File: config.mk
export PLATFORM = sky130hd
export DESIGN_NAME = cubic_axis_trajectory_core
export DESIGN_NICKNAME = d
export VERILOG_FILES = /design/src/hdl/cat_pkg.sv /design/src/hdl/cat_divider.sv /design/src/hdl/cat_mult.sv /design/src/hdl/cat_endpoints.sv /design/src/hdl/cubic_axis_trajectory_core.sv
export SDC_FILE = /design/constraint.sdc
export NUM_CORES = 2
export LEC_CHECK = 0
export ABC_AREA = 0
export BUFFER_PORTS_ARGS = -buffer_cell sky130_fd_sc_hd__buf_4
export CORE_AREA = 2 2 457 459
export DETAILED_ROUTE_END_ITERATION = 6
export DIE_AREA = 0 0 459 461
export GPL_TIMING_DRIVEN = 0
export PLACE_DENSITY = 0.51
export SLEW_MARGIN = 20
export SYNTH_ARGS = -nofsm -noshare
export SYNTH_HDL_FRONTEND = slang
export SYNTH_SLANG_ARGS = --single-unit
File: constraint.sdc
create_clock -name i_clk -period 8.37 [get_ports i_clk]
set_clock_uncertainty 0.1 [all_clocks]
set_input_delay 0.837 -clock i_clk [delete_from_list [all_inputs] [get_ports i_clk]]
set_output_delay 0.837 -clock i_clk [all_outputs]
set_load 0.01 [all_outputs]
File: src/hdl/cat_pkg.sv
// ----------------------------------------------------------------------------
// cat_pkg: shared types and constants of the cubic axis trajectory core
// Item structs, function codes and the fixed arithmetic widths.
// ----------------------------------------------------------------------------
package cat_pkg;

    // position format, signed Q16.16
    localparam int POS_BITS     = 32;
    // fraction bits of the normalized time s
    localparam int S_FRAC       = 16;
    // s and the blend factor h run 0..1.0, one integer bit
    localparam int S_BITS       = S_FRAC + 1;
    localparam int H_BITS       = S_FRAC + 1;
    localparam int PERIOD_BITS  = 16;
    localparam int TICK_BITS    = 32;
    localparam int AXIS_ID_BITS = 3;
    localparam int AXES_DEF     = 6;

    // shared multiplier operands: a takes s, s^2 or an endpoint difference magnitude
    localparam int MUL_A_BITS   = (2 * S_FRAC + 1 > POS_BITS + 1) ?
                                  (2 * S_FRAC + 1) : (POS_BITS + 1);
    localparam int MUL_B_BITS   = S_BITS;
    localparam int MUL_P_BITS   = MUL_A_BITS + MUL_B_BITS;

    // function codes
    localparam logic [1:0] FUNC_LOAD  = 2'd0;
    localparam logic [1:0] FUNC_BEGIN = 2'd1;
    localparam logic [1:0] FUNC_EVAL  = 2'd2;

    typedef struct packed {
        logic [1:0]                    func;
        logic [AXIS_ID_BITS-1:0]       axis_index;
        logic signed [POS_BITS-1:0]    start_position;
        logic signed [POS_BITS-1:0]    end_position;
        logic [PERIOD_BITS-1:0]        move_period_ms;
        logic [TICK_BITS-1:0]          tick_now;
    } t_in_item;

    typedef struct packed {
        logic [AXIS_ID_BITS-1:0]       out_axis;
        logic signed [POS_BITS-1:0]    position;
        logic                          timed_out;
        logic                          last;
    } t_out_item;

    // divider status toward the sequencer
    typedef struct packed {
        logic                          done;
        logic [S_FRAC-1:0]             quo;
    } t_div_stat;

endpackage

File: src/hdl/cat_divider.sv
// ----------------------------------------------------------------------------
// cat_divider: radix-2 restoring divider for the normalized time
// Computes (dividend << S_FRAC) / divisor, one quotient bit per cycle.
// The dividend must be below the divisor, so the quotient is a pure fraction.
// ----------------------------------------------------------------------------
module cat_divider (
    input  logic                             i_clk,
    input  logic                             i_rst_n,
    input  logic                             i_start,
    input  logic [cat_pkg::PERIOD_BITS-1:0]  i_dividend,
    input  logic [cat_pkg::PERIOD_BITS-1:0]  i_divisor,
    output cat_pkg::t_div_stat               o_stat
);

    localparam int QW = cat_pkg::S_FRAC;
    localparam int RW = cat_pkg::PERIOD_BITS + 1;
    localparam int CW = $clog2(QW);

    logic [RW-1:0]                    r_rem;
    logic [cat_pkg::PERIOD_BITS-1:0]  r_div;
    logic [QW-1:0]                    r_quo;
    logic [CW-1:0]                    r_cnt;
    logic                             r_busy;
    logic                             r_done;

    logic [RW-1:0]                    w_rem2;
    logic                             w_ge;

    // shift in a zero bit and trial subtract
    assign w_rem2 = {r_rem[RW-2:0], 1'b0};
    assign w_ge   = (w_rem2 >= {1'b0, r_div});

    // control
    always_ff @(posedge i_clk) begin
        if (!i_rst_n) begin
            r_busy <= 1'b0;
            r_done <= 1'b0;
            r_cnt  <= '0;
        end else begin
            r_done <= 1'b0;
            if (i_start) begin
                r_busy <= 1'b1;
                r_cnt  <= '0;
            end else if (r_busy) begin
                r_cnt <= r_cnt + 1'b1;
                if (r_cnt == CW'(QW - 1)) begin
                    r_busy <= 1'b0;
                    r_done <= 1'b1;
                end
            end
        end
    end

    // datapath
    always_ff @(posedge i_clk) begin
        if (i_start) begin
            r_rem <= {1'b0, i_dividend};
            r_div <= i_divisor;
            r_quo <= '0;
        end else if (r_busy) begin
            r_rem <= w_ge ? (w_rem2 - {1'b0, r_div}) : w_rem2;
            r_quo <= {r_quo[QW-2:0], w_ge};
        end
    end

    assign o_stat.done = r_done;
    assign o_stat.quo  = r_quo;

endmodule

File: src/hdl/cat_mult.sv
// ----------------------------------------------------------------------------
// cat_mult: shared unsigned multiplier with registered product
// Used in turn for s^2, s^3 and each axis's difference times h.
// ----------------------------------------------------------------------------
module cat_mult (
    input  logic                            i_clk,
    input  logic [cat_pkg::MUL_A_BITS-1:0]  i_a,
    input  logic [cat_pkg::MUL_B_BITS-1:0]  i_b,
    output logic [cat_pkg::MUL_P_BITS-1:0]  o_p
);

    logic [cat_pkg::MUL_P_BITS-1:0] r_p;

    // one product per cycle
    always_ff @(posedge i_clk) begin
        r_p <= cat_pkg::MUL_P_BITS'(i_a) * cat_pkg::MUL_P_BITS'(i_b);
    end

    assign o_p = r_p;

endmodule

File: src/hdl/cat_endpoints.sv
// ----------------------------------------------------------------------------
// cat_endpoints: per-axis start and end position store
// One write port for load items, one read port for the axis sequencer.
// ----------------------------------------------------------------------------
module cat_endpoints #(
    parameter int AXES   = cat_pkg::AXES_DEF,
    parameter int AXIS_W = (AXES > 1) ? $clog2(AXES) : 1
) (
    input  logic                                  i_clk,
    input  logic                                  i_rst_n,
    input  logic                                  i_we,
    input  logic [AXIS_W-1:0]                     i_waddr,
    input  logic signed [cat_pkg::POS_BITS-1:0]   i_wstart,
    input  logic signed [cat_pkg::POS_BITS-1:0]   i_wend,
    input  logic [AXIS_W-1:0]                     i_raddr,
    output logic signed [cat_pkg::POS_BITS-1:0]   o_rstart,
    output logic signed [cat_pkg::POS_BITS-1:0]   o_rend
);

    logic signed [cat_pkg::POS_BITS-1:0] r_start [AXES];
    logic signed [cat_pkg::POS_BITS-1:0] r_end   [AXES];

    // endpoint registers, cleared by reset
    always_ff @(posedge i_clk) begin
        if (!i_rst_n) begin
            for (int i = 0; i < AXES; i++) begin
                r_start[i] <= '0;
                r_end[i]   <= '0;
            end
        end else if (i_we) begin
            r_start[i_waddr] <= i_wstart;
            r_end[i_waddr]   <= i_wend;
        end
    end

    assign o_rstart = r_start[i_raddr];
    assign o_rend   = r_end[i_raddr];

endmodule

File: src/hdl/cubic_axis_trajectory_core.sv
// Load and begin items leave the sequencer idle, so the block stays ready for more.
// Evaluate item: the radix-2 divider forms s unless the move has timed out, the
// shared multiplier forms s^2, s^3 and h, and then each axis takes a difference,
// a multiply and an output step that waits while the output register is full.
// The block accepts no new item until the last axis result has been loaded.
// Synchronous active-low reset clears endpoints, start tick and period to zero.
// ----------------------------------------------------------------------------
// cubic_axis_trajectory_core: multi-axis cubic point-to-point trajectory
// Evaluates start + (end - start) * (3s^2 - 2s^3) per axis with one shared
// multiplier and an iterative divider under a one-hot sequencer.
// ----------------------------------------------------------------------------
module cubic_axis_trajectory_core #(
    parameter int AXES = cat_pkg::AXES_DEF
) (
    input  logic                i_clk,
    input  logic                i_rst_n,
    input  logic                i_in_valid,
    output logic                o_in_ready,
    input  cat_pkg::t_in_item   i_in,
    output logic                o_out_valid,
    input  logic                i_out_ready,
    output cat_pkg::t_out_item  o_out
);

    localparam int AXIS_W = (AXES > 1) ? $clog2(AXES) : 1;
    localparam int AX_ID  = cat_pkg::AXIS_ID_BITS;
    localparam int PB     = cat_pkg::POS_BITS;
    localparam int SF     = cat_pkg::S_FRAC;
    localparam int SB     = cat_pkg::S_BITS;
    localparam int HB     = cat_pkg::H_BITS;
    localparam int AW     = cat_pkg::MUL_A_BITS;
    localparam int PW     = cat_pkg::MUL_P_BITS;
    localparam int TB     = cat_pkg::TICK_BITS;
    localparam int PDB    = cat_pkg::PERIOD_BITS;
    localparam int SQW    = 2 * SF + 1;
    localparam int HFW    = 3 * SF + 3;
    localparam int SUMW   = PB + 4;
    localparam logic [SB-1:0] S_ONE = SB'(1) << SF;
    localparam logic [HB-1:0] H_ONE = HB'(1) << SF;
    localparam logic signed [SUMW-1:0] SAT_HI = {{(SUMW-PB+1){1'b0}}, {(PB-1){1'b1}}};
    localparam logic signed [SUMW-1:0] SAT_LO = ~SAT_HI;

    typedef enum logic [7:0] {
        ST_IDLE  = 8'b0000_0001,
        ST_DIV   = 8'b0000_0010,
        ST_SQ    = 8'b0000_0100,
        ST_CUBE  = 8'b0000_1000,
        ST_BLEND = 8'b0001_0000,
        ST_DIFF  = 8'b0010_0000,
        ST_MUL   = 8'b0100_0000,
        ST_OUT   = 8'b1000_0000
    } t_state;

    t_state                   r_state, n_state;
    logic [AXIS_W-1:0]        r_axis, n_axis;
    logic [TB-1:0]            r_tick;
    logic [PDB-1:0]           r_period;
    logic                     r_tmo;
    logic [SB-1:0]            r_s;
    logic [SQW-1:0]           r_s2;
    logic [HB-1:0]            r_h;
    logic signed [PB-1:0]     r_st;
    logic [PB:0]              r_mag;
    logic                     r_neg;
    logic                     r_out_valid;
    cat_pkg::t_out_item       r_out;

    logic                     w_accept;
    logic                     w_eval;
    logic [TB-1:0]            w_elapsed;
    logic                     w_tmo;
    cat_pkg::t_div_stat       w_div;
    logic [AW-1:0]            w_mul_a;
    logic [SB-1:0]            w_mul_b;
    logic [PW-1:0]            w_prod;
    logic [HFW-1:0]           w_hfull;
    logic signed [PB-1:0]     w_rstart;
    logic signed [PB-1:0]     w_rend;
    logic signed [PW:0]       w_sprod;
    logic signed [PW:0]       w_sshift;
    logic signed [SUMW-1:0]   w_sum;
    logic signed [PB-1:0]     w_pos;
    logic                     w_out_load;
    logic                     w_last;

    // input handshake and item decode
    assign o_in_ready = (r_state == ST_IDLE);
    assign w_accept   = i_in_valid && o_in_ready;
    assign w_eval     = w_accept && (i_in.func == cat_pkg::FUNC_EVAL);
    assign w_elapsed  = i_in.tick_now - r_tick;
    assign w_tmo      = (r_period == '0) || (w_elapsed >= TB'(r_period));

    // move start tick and period
    always_ff @(posedge i_clk) begin
        if (!i_rst_n) begin
            r_tick   <= '0;
            r_period <= '0;
        end else if (w_accept && (i_in.func == cat_pkg::FUNC_BEGIN)) begin
            r_tick   <= i_in.tick_now;
            r_period <= i_in.move_period_ms;
        end
    end

    // endpoint store
    cat_endpoints #(
        .AXES   (AXES),
        .AXIS_W (AXIS_W)
    ) u_endpoints (
        .i_clk    (i_clk),
        .i_rst_n  (i_rst_n),
        .i_we     (w_accept && (i_in.func == cat_pkg::FUNC_LOAD)
                   && (int'(i_in.axis_index) < AXES)),
        .i_waddr  (AXIS_W'(i_in.axis_index)),
        .i_wstart (i_in.start_position),
        .i_wend   (i_in.end_position),
        .i_raddr  (r_axis),
        .o_rstart (w_rstart),
        .o_rend   (w_rend)
    );

    // normalized time divider, elapsed is below the period here
    cat_divider u_divider (
        .i_clk      (i_clk),
        .i_rst_n    (i_rst_n),
        .i_start    (w_eval && !w_tmo),
        .i_dividend (w_elapsed[PDB-1:0]),
        .i_divisor  (r_period),
        .o_stat     (w_div)
    );

    // shared multiplier operand select
    always_comb begin
        unique case (r_state)
            ST_SQ: begin
                w_mul_a = AW'(r_s);
                w_mul_b = r_s;
            end
            ST_CUBE: begin
                w_mul_a = AW'(w_prod[SQW-1:0]);
                w_mul_b = r_s;
            end
            default: begin
                w_mul_a = AW'(r_mag);
                w_mul_b = r_h;
            end
        endcase
    end

    cat_mult u_mult (
        .i_clk (i_clk),
        .i_a   (w_mul_a),
        .i_b   (w_mul_b),
        .o_p   (w_prod)
    );

    // blend factor h = (3 s^2 2^16 - 2 s^3) >> 32
    assign w_hfull = ((HFW'(r_s2) * HFW'(3)) << SF) - (HFW'(w_prod) << 1);

    // offset rounded toward minus infinity, then saturated sum
    assign w_sprod  = r_neg ? -$signed({1'b0, w_prod}) : $signed({1'b0, w_prod});
    assign w_sshift = w_sprod >>> SF;
    assign w_sum    = $signed({{(SUMW-PB){r_st[PB-1]}}, r_st})
                    + $signed(w_sshift[SUMW-1:0]);
    always_comb begin
        priority if (w_sum > SAT_HI) begin
            w_pos = SAT_HI[PB-1:0];
        end else if (w_sum < SAT_LO) begin
            w_pos = SAT_LO[PB-1:0];
        end else begin
            w_pos = w_sum[PB-1:0];
        end
    end

    assign w_last     = (r_axis == AXIS_W'(AXES - 1));
    assign w_out_load = (r_state == ST_OUT) && (!r_out_valid || i_out_ready);

    // sequencer
    always_comb begin
        n_state = r_state;
        n_axis  = r_axis;
        unique case (r_state)
            ST_IDLE: begin
                if (w_eval) begin
                    n_state = w_tmo ? ST_SQ : ST_DIV;
                end
            end
            ST_DIV: begin
                if (w_div.done) begin
                    n_state = ST_SQ;
                end
            end
            ST_SQ: begin
                n_state = ST_CUBE;
            end
            ST_CUBE: begin
                n_state = ST_BLEND;
            end
            ST_BLEND: begin
                n_state = ST_DIFF;
                n_axis  = '0;
            end
            ST_DIFF: begin
                n_state = ST_MUL;
            end
            ST_MUL: begin
                n_state = ST_OUT;
            end
            ST_OUT: begin
                if (w_out_load) begin
                    if (w_last) begin
                        n_state = ST_IDLE;
                    end else begin
                        n_state = ST_DIFF;
                        n_axis  = r_axis + 1'b1;
                    end
                end
            end
            default: begin
                n_state = ST_IDLE;
            end
        endcase
    end

    always_ff @(posedge i_clk) begin
        if (!i_rst_n) begin
            r_state <= ST_IDLE;
            r_axis  <= '0;
        end else begin
            r_state <= n_state;
            r_axis  <= n_axis;
        end
    end

    // datapath registers
    always_ff @(posedge i_clk) begin
        if (w_eval) begin
            r_tmo <= w_tmo;
            r_s   <= S_ONE;
        end
        if ((r_state == ST_DIV) && w_div.done) begin
            r_s <= SB'(w_div.quo);
        end
        if (r_state == ST_CUBE) begin
            r_s2 <= w_prod[SQW-1:0];
        end
        if (r_state == ST_BLEND) begin
            r_h <= w_hfull[2*SF+HB-1:2*SF];
        end
        // magnitude and sign of end - start, both subtracts in parallel
        if (r_state == ST_DIFF) begin
            r_st  <= w_rstart;
            r_neg <= (w_rend < w_rstart);
            r_mag <= (w_rend < w_rstart)
                   ? ((PB+1)'(w_rstart) - (PB+1)'(w_rend))
                   : ((PB+1)'(w_rend) - (PB+1)'(w_rstart));
        end
    end

    // output register
    always_ff @(posedge i_clk) begin
        if (!i_rst_n) begin
            r_out_valid <= 1'b0;
        end else if (w_out_load) begin
            r_out_valid <= 1'b1;
        end else if (i_out_ready) begin
            r_out_valid <= 1'b0;
        end
    end

    always_ff @(posedge i_clk) begin
        if (w_out_load) begin
            r_out.out_axis  <= AX_ID'(r_axis);
            r_out.position  <= w_pos;
            r_out.timed_out <= r_tmo;
            r_out.last      <= w_last;
        end
    end

    assign o_out_valid = r_out_valid;
    assign o_out       = r_out;

    // h never exceeds one, and a timed-out evaluate uses exactly one
    a_h_range: assert property (@(posedge i_clk) disable iff (!i_rst_n)
        (r_state == ST_DIFF) |-> (r_h <= H_ONE))
        else $error("blend factor above one");

    a_tmo_end: assert property (@(posedge i_clk) disable iff (!i_rst_n)
        ((r_state == ST_DIFF) && r_tmo) |-> (r_h == H_ONE))
        else $error("timed-out move not at end position");

    a_axis_range: assert property (@(posedge i_clk) disable iff (!i_rst_n)
        (r_state != ST_IDLE) |-> (int'(r_axis) < AXES))
        else $error("axis counter out of range");

    a_last_idle: assert property (@(posedge i_clk) disable iff (!i_rst_n)
        (w_out_load && w_last) |=> (r_state == ST_IDLE) && o_out_valid && o_out.last)
        else $error("sequence did not end on final axis");

    a_div_only: assert property (@(posedge i_clk) disable iff (!i_rst_n)
        w_div.done |-> (r_state == ST_DIV))
        else $error("divider finished outside divide state");

endmodule

== Word level (Yosys, flattened, before mapping) ==
Memories as Yosys holds them, arrays and structs flattened. A register that Yosys moved wholly into a read port is not among the register bits.
Index checks and enable logic that the tools add are counted.

* $add $sub $neg: 9
* Multiply operators: 2
* $lt $le $gt $ge: 6
* Equality and inequality tests: 16
* Muxes and demuxes: 39
* Bitwise operators: 2
* Reductions and logical operators: 25

{| class="wikitable"
|+ Operator list
! operator !! number
|-
| 2-to-1 mux 32 bit || 3
|-
| 2-to-1 mux 16 bit || 5
|-
| one-hot mux 33 bit (2 select lines) || 1
|-
| subtractor 32 x 32 -> 33 bit || 2
|-
| one-hot mux 8 bit (8 select lines) || 1
|-
| OR reduction 32 bit || 2
|-
| 2-to-1 mux 51 bit || 1
|-
| negator 50 -> 51 bit || 1
|-
| multiplier 33 x 17 -> 50 bit || 1
|-
| subtractor 49 bit || 1
|-
| adder 32 x 35 -> 36 bit || 1
|-
| greater-than comparator 36 x 32 -> 1 bit, second input constant || 1
|-
| < comparator 36 x 32 -> 1 bit, second input constant || 1
|-
| multiplier 33 x 2 -> 33 bit, second input constant || 1
|-
| 2-to-1 mux 33 bit || 1
|-
| >= comparator 32 x 16 -> 1 bit || 1
|-
| < comparator 32 bit || 1
|-
| subtractor 32 bit || 1
|-
| 2-to-1 mux 3 bit || 9
|-
| 2-to-1 mux 8 bit || 3
|-
| >= comparator 17 x 16 -> 1 bit || 1
|-
| 2-to-1 mux 17 bit || 1
|-
| zero test 16 bit || 1
|-
| subtractor 16 bit || 1
|-
| 29 further kinds || 57
|}

* Register bits after elaboration: 335
* RAM bits: 384
* Bits of input ports: 121
* Output and inout port bits: 39
* Memories kept: 2

{| class="wikitable"
|+ Memories
! name !! words !! bits a word !! rd ports !! clocked after memory_dff !! write ports !! line !! RTL
|-
| u_endpoints.r_end || 6 || 32 || 1 || 1 || 6 || cat_endpoints.sv:21 || <nowiki>logic signed [cat_pkg::POS_BITS-1:0] r_end [AXES];</nowiki>
|-
| u_endpoints.r_start || 6 || 32 || 1 || 1 || 6 || cat_endpoints.sv:20 || <nowiki>logic signed [cat_pkg::POS_BITS-1:0] r_start [AXES];</nowiki>
|}

== Depth between registers and ports, before layout ==
* Word-level depth: 9
* Mapped depth: 37
* Gate-level depth less buffers: 32

== By module ==
Synthesis repeated with hierarchy kept, for this count alone.

* Cells, all modules: 6102
* Area, all modules: 63728.6 µm²

{| class="wikitable"
|+ By module, submodules not included
! module !! times used !! cells an instance !! area an instance (µm²) !! sequential area each (µm²)
|-
| cat_endpoints || 1 || 1352 || 22011.1 || 15374.7
|-
| cubic_axis_trajectory_core || 1 || 2249 || 19610.1 || 6326.1
|-
| cat_mult || 1 || 2202 || 19067.0 || 1001.0
|-
| cat_divider || 1 || 299 || 3040.4 || 1401.3
|}

== Least setup slack after synthesis ==
OpenSTA, ideal clock, no wires.

* Kind: register to register
* Start: reg r_state[1]
* End: reg u_mult.r_p, in the netlist u_mult.o_p[48]
* Library setup time: 0.127 ns
* Arrival: 8.737 ns
* Data required time: 8.143 ns
* Setup slack: -0.594 ns
* Stages on the path, launching flop included: 34
* Clock period less this slack: 8.964 ns
* Path through: dfxtp_1 or2_2 clkbuf_1 nor3_1 nand2_1 nor3b_1 buf_2 nor2_1 clkbuf_1 and2_1 a221oi_1 nor2_1 fa_1 inv_1 fa_1 fa_1 inv_1 fa_1 fa_1 inv_1 fa_1 inv_1 ha_1 a21o_1 a21o_1 a221o_1 o21ba_2 o31a_1 a2111oi_0 o31ai_1 nor2b_1 o21ai_1 o21ai_0 xor2_1

* Longest elaborated chain between the ends: 4

{| class="wikitable"
|+ RTL lines
! element !! line !! RTL
|-
| start, declared || cubic_axis_trajectory_core.sv:54 || <nowiki>t_state r_state, n_state;</nowiki>
|-
| start signal, assigned || cubic_axis_trajectory_core.sv:229 || <nowiki>r_state <= n_state;</nowiki>
|-
| == test 8 x 4 -> 1 bit or == test 8 x 3 -> 1 bit (tied branches) || cubic_axis_trajectory_core.sv:133 || <nowiki>unique case (r_state)</nowiki>
|-
| OR reduction 2 bit (no line) || - ||
|-
| 2-to-1 mux 17 bit || cubic_axis_trajectory_core.sv:133 ||
|-
| multiplier 33 x 17 -> 50 bit (*) || cat_mult.sv:16 || <nowiki>r_p <= cat_pkg::MUL_P_BITS'(i_a) * cat_pkg::MUL_P_BITS'(i_b);</nowiki>
|-
| end signal, assigned || cat_mult.sv:16 ||
|-
| end, declared || cat_mult.sv:12 || <nowiki>logic [cat_pkg::MUL_P_BITS-1:0] r_p;</nowiki>
|}

Every way passes the cells marked *; elsewhere a longest branch is shown, timed or not.
A chain may end at the register's enable or synchronous reset.

== Worst setup path after layout ==
* Start: reg r_state[0]
* End: reg u_mult.r_p, in the netlist u_mult.o_p[49]

The elaborated chain is that of the path after synthesis.

==> flow_metrics.env <==
export IMPL_hold_violations=0
export IMPL_outcome="finished with violations"
export IMPL_place_inst=8889
export IMPL_wire_per_inst_um=21.89
export IMPL_first_iter_violations=3405
export IMPL_grt_max_degree=43
export IMPL_final_common_cell="inv_1"
export IMPL_crit_top_cell="fa_1"
export IMPL_clock_root_buffer="clkbuf_16"
export IMPL_drc_errors=1
export IMPL_critPathLaunchType="flip-flop"
export IMPL_synthArstFlopShare=0
export IMPL_setup_ws_ps=51.80
export IMPL_track_usage=0.1884
export IMPL_p_leak_nw=30.60
export IMPL_crit_path_end_kind="flip-flop"
export IMPL_grt_pass1_wl_mm=299.1
export IMPL_arrival_ps=8840
export IMPL_cts_max_path_buffers=3
export IMPL_p_seq_frac=0.191
export IMPL_grt_pass1_vias=46770
export IMPL_relSlewSlack=0.2918
export IMPL_gp_congestion=0.9282
export IMPL_ant_nets=0
export IMPL_antenna_found_initial=2
export IMPL_rsz0062_at_grt="yes"
export IMPL_power_mw=29.12
export IMPL_finalSetupViolations=0
export IMPL_combPwrFrac=0.668
export IMPL_io_pins=160
export IMPL_ys_ff_latch=850
export IMPL_design_core_area_mm2=0.2064
export IMPL_holdBufCountCts=0
export IMPL_clk_latency_ps=750
export IMPL_ys_seq_area_frac=0.3922
export IMPL_dieHeight_um=461
export IMPL_crit_slowest_cell="fa_1"
export IMPL_ys_types=89
export IMPL_clockPowerShare=0.141
export IMPL_final_fill_count=20830
export IMPL_syn_area_mm2=0.06161
export IMPL_nets=7330
export IMPL_area_growth_synth_to_final_pct=18.48
export IMPL_period_share=0.9938
export IMPL_cts_inserted_buffers=92
export IMPL_final_util=0.3536
export IMPL_finalWirelength_mm=200.6
export IMPL_p_per_area_mw_per_mm2=398.9
export IMPL_dpl_worst_slack_ps=-3330
export IMPL_portBuffers=159
export IMPL_switching_share=0.4634
export IMPL_firstDrtPassIters=7
export IMPL_path_clk_slew_ps=60
export IMPL_slowest_delay_ps=530
export IMPL_yosys_warnings=0
export IMPL_cts_sinks=850
export IMPL_postSynthCellCount=5870
export IMPL_grt_ovfl_total=0
export IMPL_dpl_hpwl_mm=155.9
export IMPL_violations="DRC"
export IMPL_path_max_fanout=10
export IMPL_fmaxAchievable_ghz=0.1202
export IMPL_hp_class="in2reg"
export IMPL_final_max_slew_violation_count=0
export IMPL_layout_drive_gt1_share=0.1415
export IMPL_fp_dieW_um=459
export IMPL_rows=167
export IMPL_ys_flop_type="edfxtp_1"
export IMPL_syn_avg_cell_area_um2=10.50
export IMPL_dieArea_mm2=0.2116
export IMPL_start_util=0.2984
export IMPL_final_cell_mix="inv_1, edfxtp_1, nor2_1, nand2_1, fa_1"
export IMPL_required_ps=8900
export IMPL_cts_max_level=3
export IMPL_crit_type="reg2reg"
export IMPL_power_switching_mw=13.49
export IMPL_ir_drop_mv=0.5842
export IMPL_cell_internal_pwr_mw=15.62
export IMPL_fin_cells=9163
export IMPL_cts_tree="done"
export IMPL_multiInputGateArea_mm2=0.03506
export IMPL_final_seq_area_mm2=0.02417
export IMPL_finalCriticalPeriod_ps=8318
export IMPL_cap_violations=0
export IMPL_dr_total_vias=45360
export IMPL_routed_via_density=4.951
export IMPL_synth_edf_count=714
export IMPL_max_slew_worst_pin_slew_ps=1062
[cell type report]
cell class,instances,share of cell area
Timing Repair Buffer,305,0.03690
Multi-Input combinational cell,4054,0.4803
Antenna cell,1,0.00003428
Tap cell,2704,0.04635
Sequential cell,850,0.3311
Clock buffer,119,0.03421
Buffer,241,0.02072
Clock inverter,46,0.007079
Inverter,843,0.04335
[power by group through the flow]
stage | clock network [mW] | registers (mW) | logic (mW)
2_1_floorplan | 0 | 5.39 | 10.8
3_3_place_gp | 0 | 5.62 | 15.5
3_5_place_dp | 0 | 5.60 | 15.5
4_1_cts | 4.21 | 5.55 | 18.1
5_1_grt | 4.36 | 5.57 | 21.3
6_report | 4.11 | 5.56 | 19.4
[flip-flops by register name, summed over array words and instances (netlist names), 17 cells and up, named ones only]
register and flops:
r_mag 33, r_h 17, u_endpoints.r_start 256, r_tick 32
r_s 17, r_s2 33, o_out 37, u_mult.o_p 50
r_st 32, u_endpoints.r_end 256
[path summary, 6_finish.rpt]
path	from	end	slack, ps	cells after the start
worst max-delay path	r_state[0]$_SDFFE_PN1P_	u_mult.o_p[49]$_DFF_P_	50	31
worst max register to register	r_state[0]$_SDFFE_PN1P_	u_mult.o_p[49]$_DFF_P_	50	31
worst min-delay path	i_in[44]	r_period[12]$_SDFFE_PN0P_	270	3
worst min register to register	r_tmo$_DFFE_PP_	o_out[1]$_DFFE_PP_	330	0
[through the flow]
stage	TNS [ps]	cell area (um^2)	hold WS, ps
final	0	73000	274.8
after global routing	-723.8	72990	258.5
after CTS	0	72640	217.5
after detailed placement	-58700	67350	313.8
after global placement	-739930	66790	315.4
after floorplan	-20.69	62210	300.3
[cells in the mapped netlist, drive strengths merged, types with 9 or more instances]
| cell | instances | share of area |
|---|---|---|
| a22o | 17 | 0.0024 |
| dfxtp | 136 | 0.044 |
| o211ai | 15 | 0.0018 |
| mux2i | 138 | 0.022 |
| edfxtp | 714 | 0.35 |
| a211oi | 25 | 0.0030 |
| a211o | 9 | 0.0013 |
| xor2 | 68 | 0.0097 |
| mux4 | 128 | 0.047 |
| nand2 | 681 | 0.042 |
| nor2b | 31 | 0.0031 |
| clkbuf | 186 | 0.011 |
| nand3 | 48 | 0.0041 |
| a221o | 22 | 0.0036 |
| a221oi | 19 | 0.0027 |
| nor3b | 14 | 0.0017 |
| nor4 | 23 | 0.0028 |
| ha | 352 | 0.071 |
| or2 | 12 | 0.0012 |
| o31ai | 21 | 0.0026 |
| a22oi | 14 | 0.0017 |
| fa | 470 | 0.15 |
| a21o | 110 | 0.013 |
| inv | 843 | 0.051 |
| o21bai | 30 | 0.0037 |
| o21ai | 160 | 0.013 |
| nor2 | 687 | 0.042 |
| xnor2 | 137 | 0.019 |
| nor3 | 45 | 0.0039 |
| mux2 | 32 | 0.0058 |
| a21oi | 281 | 0.023 |
| a31oi | 26 | 0.0027 |
| o21a | 30 | 0.0037 |
| and2 | 57 | 0.0058 |
| nand2b | 45 | 0.0046 |
| and3 | 21 | 0.0021 |
| nand4 | 36 | 0.0037 |
| buf | 65 | 0.0045 |
| or3 | 16 | 0.0016 |
[worst max-delay path, delay by kind of cell, from the launching register on]
kind            cells  cell delay (ps)
simple gates        6             1310
fa+ha+maj           7             3300
flops               1              320
xor+xnor            1              200
compound gates      8             1630
buf+inv             9             1320
[layer usage]
layer  wire length, um  vias to the layer above  global-route usage
met1             84230                    22990              0.2429
met5                17                        -                   0
met3             11480                      291             0.02561
met2             99150                     1380              0.3285
li1                  -                    20710                   -
met4              5700                        2             0.05440
[what timing repair did]
item                                    4_1_cts  5_1_grt
buffers inserted                            101       15
endpoints found under the setup margin       36       15
gates resized for setup                     372       76
pin swaps                                    73       45
cloned                                        4        0
[cell families (layout without fill, tap and decap cells)]
| logic type | count (synthesis) | in the layout | synth area share |
|---|---|---|---|
| other | 1 | 129 | 0.00006087 |
| and+or+nand+nor | 1748 | 1749 | 0.1229 |
| muxes | 298 | 298 | 0.07506 |
| adders and majority gates | 822 | 822 | 0.2242 |
| xor gates and xnor gates | 205 | 205 | 0.02914 |
| DFF | 850 | 850 | 0.3922 |
| AOI/OAI and AO/OA | 852 | 852 | 0.08929 |
| buffers and inverters | 1094 | 1554 | 0.06718 |
Note: power is estimated with default switching activity, not from simulation.
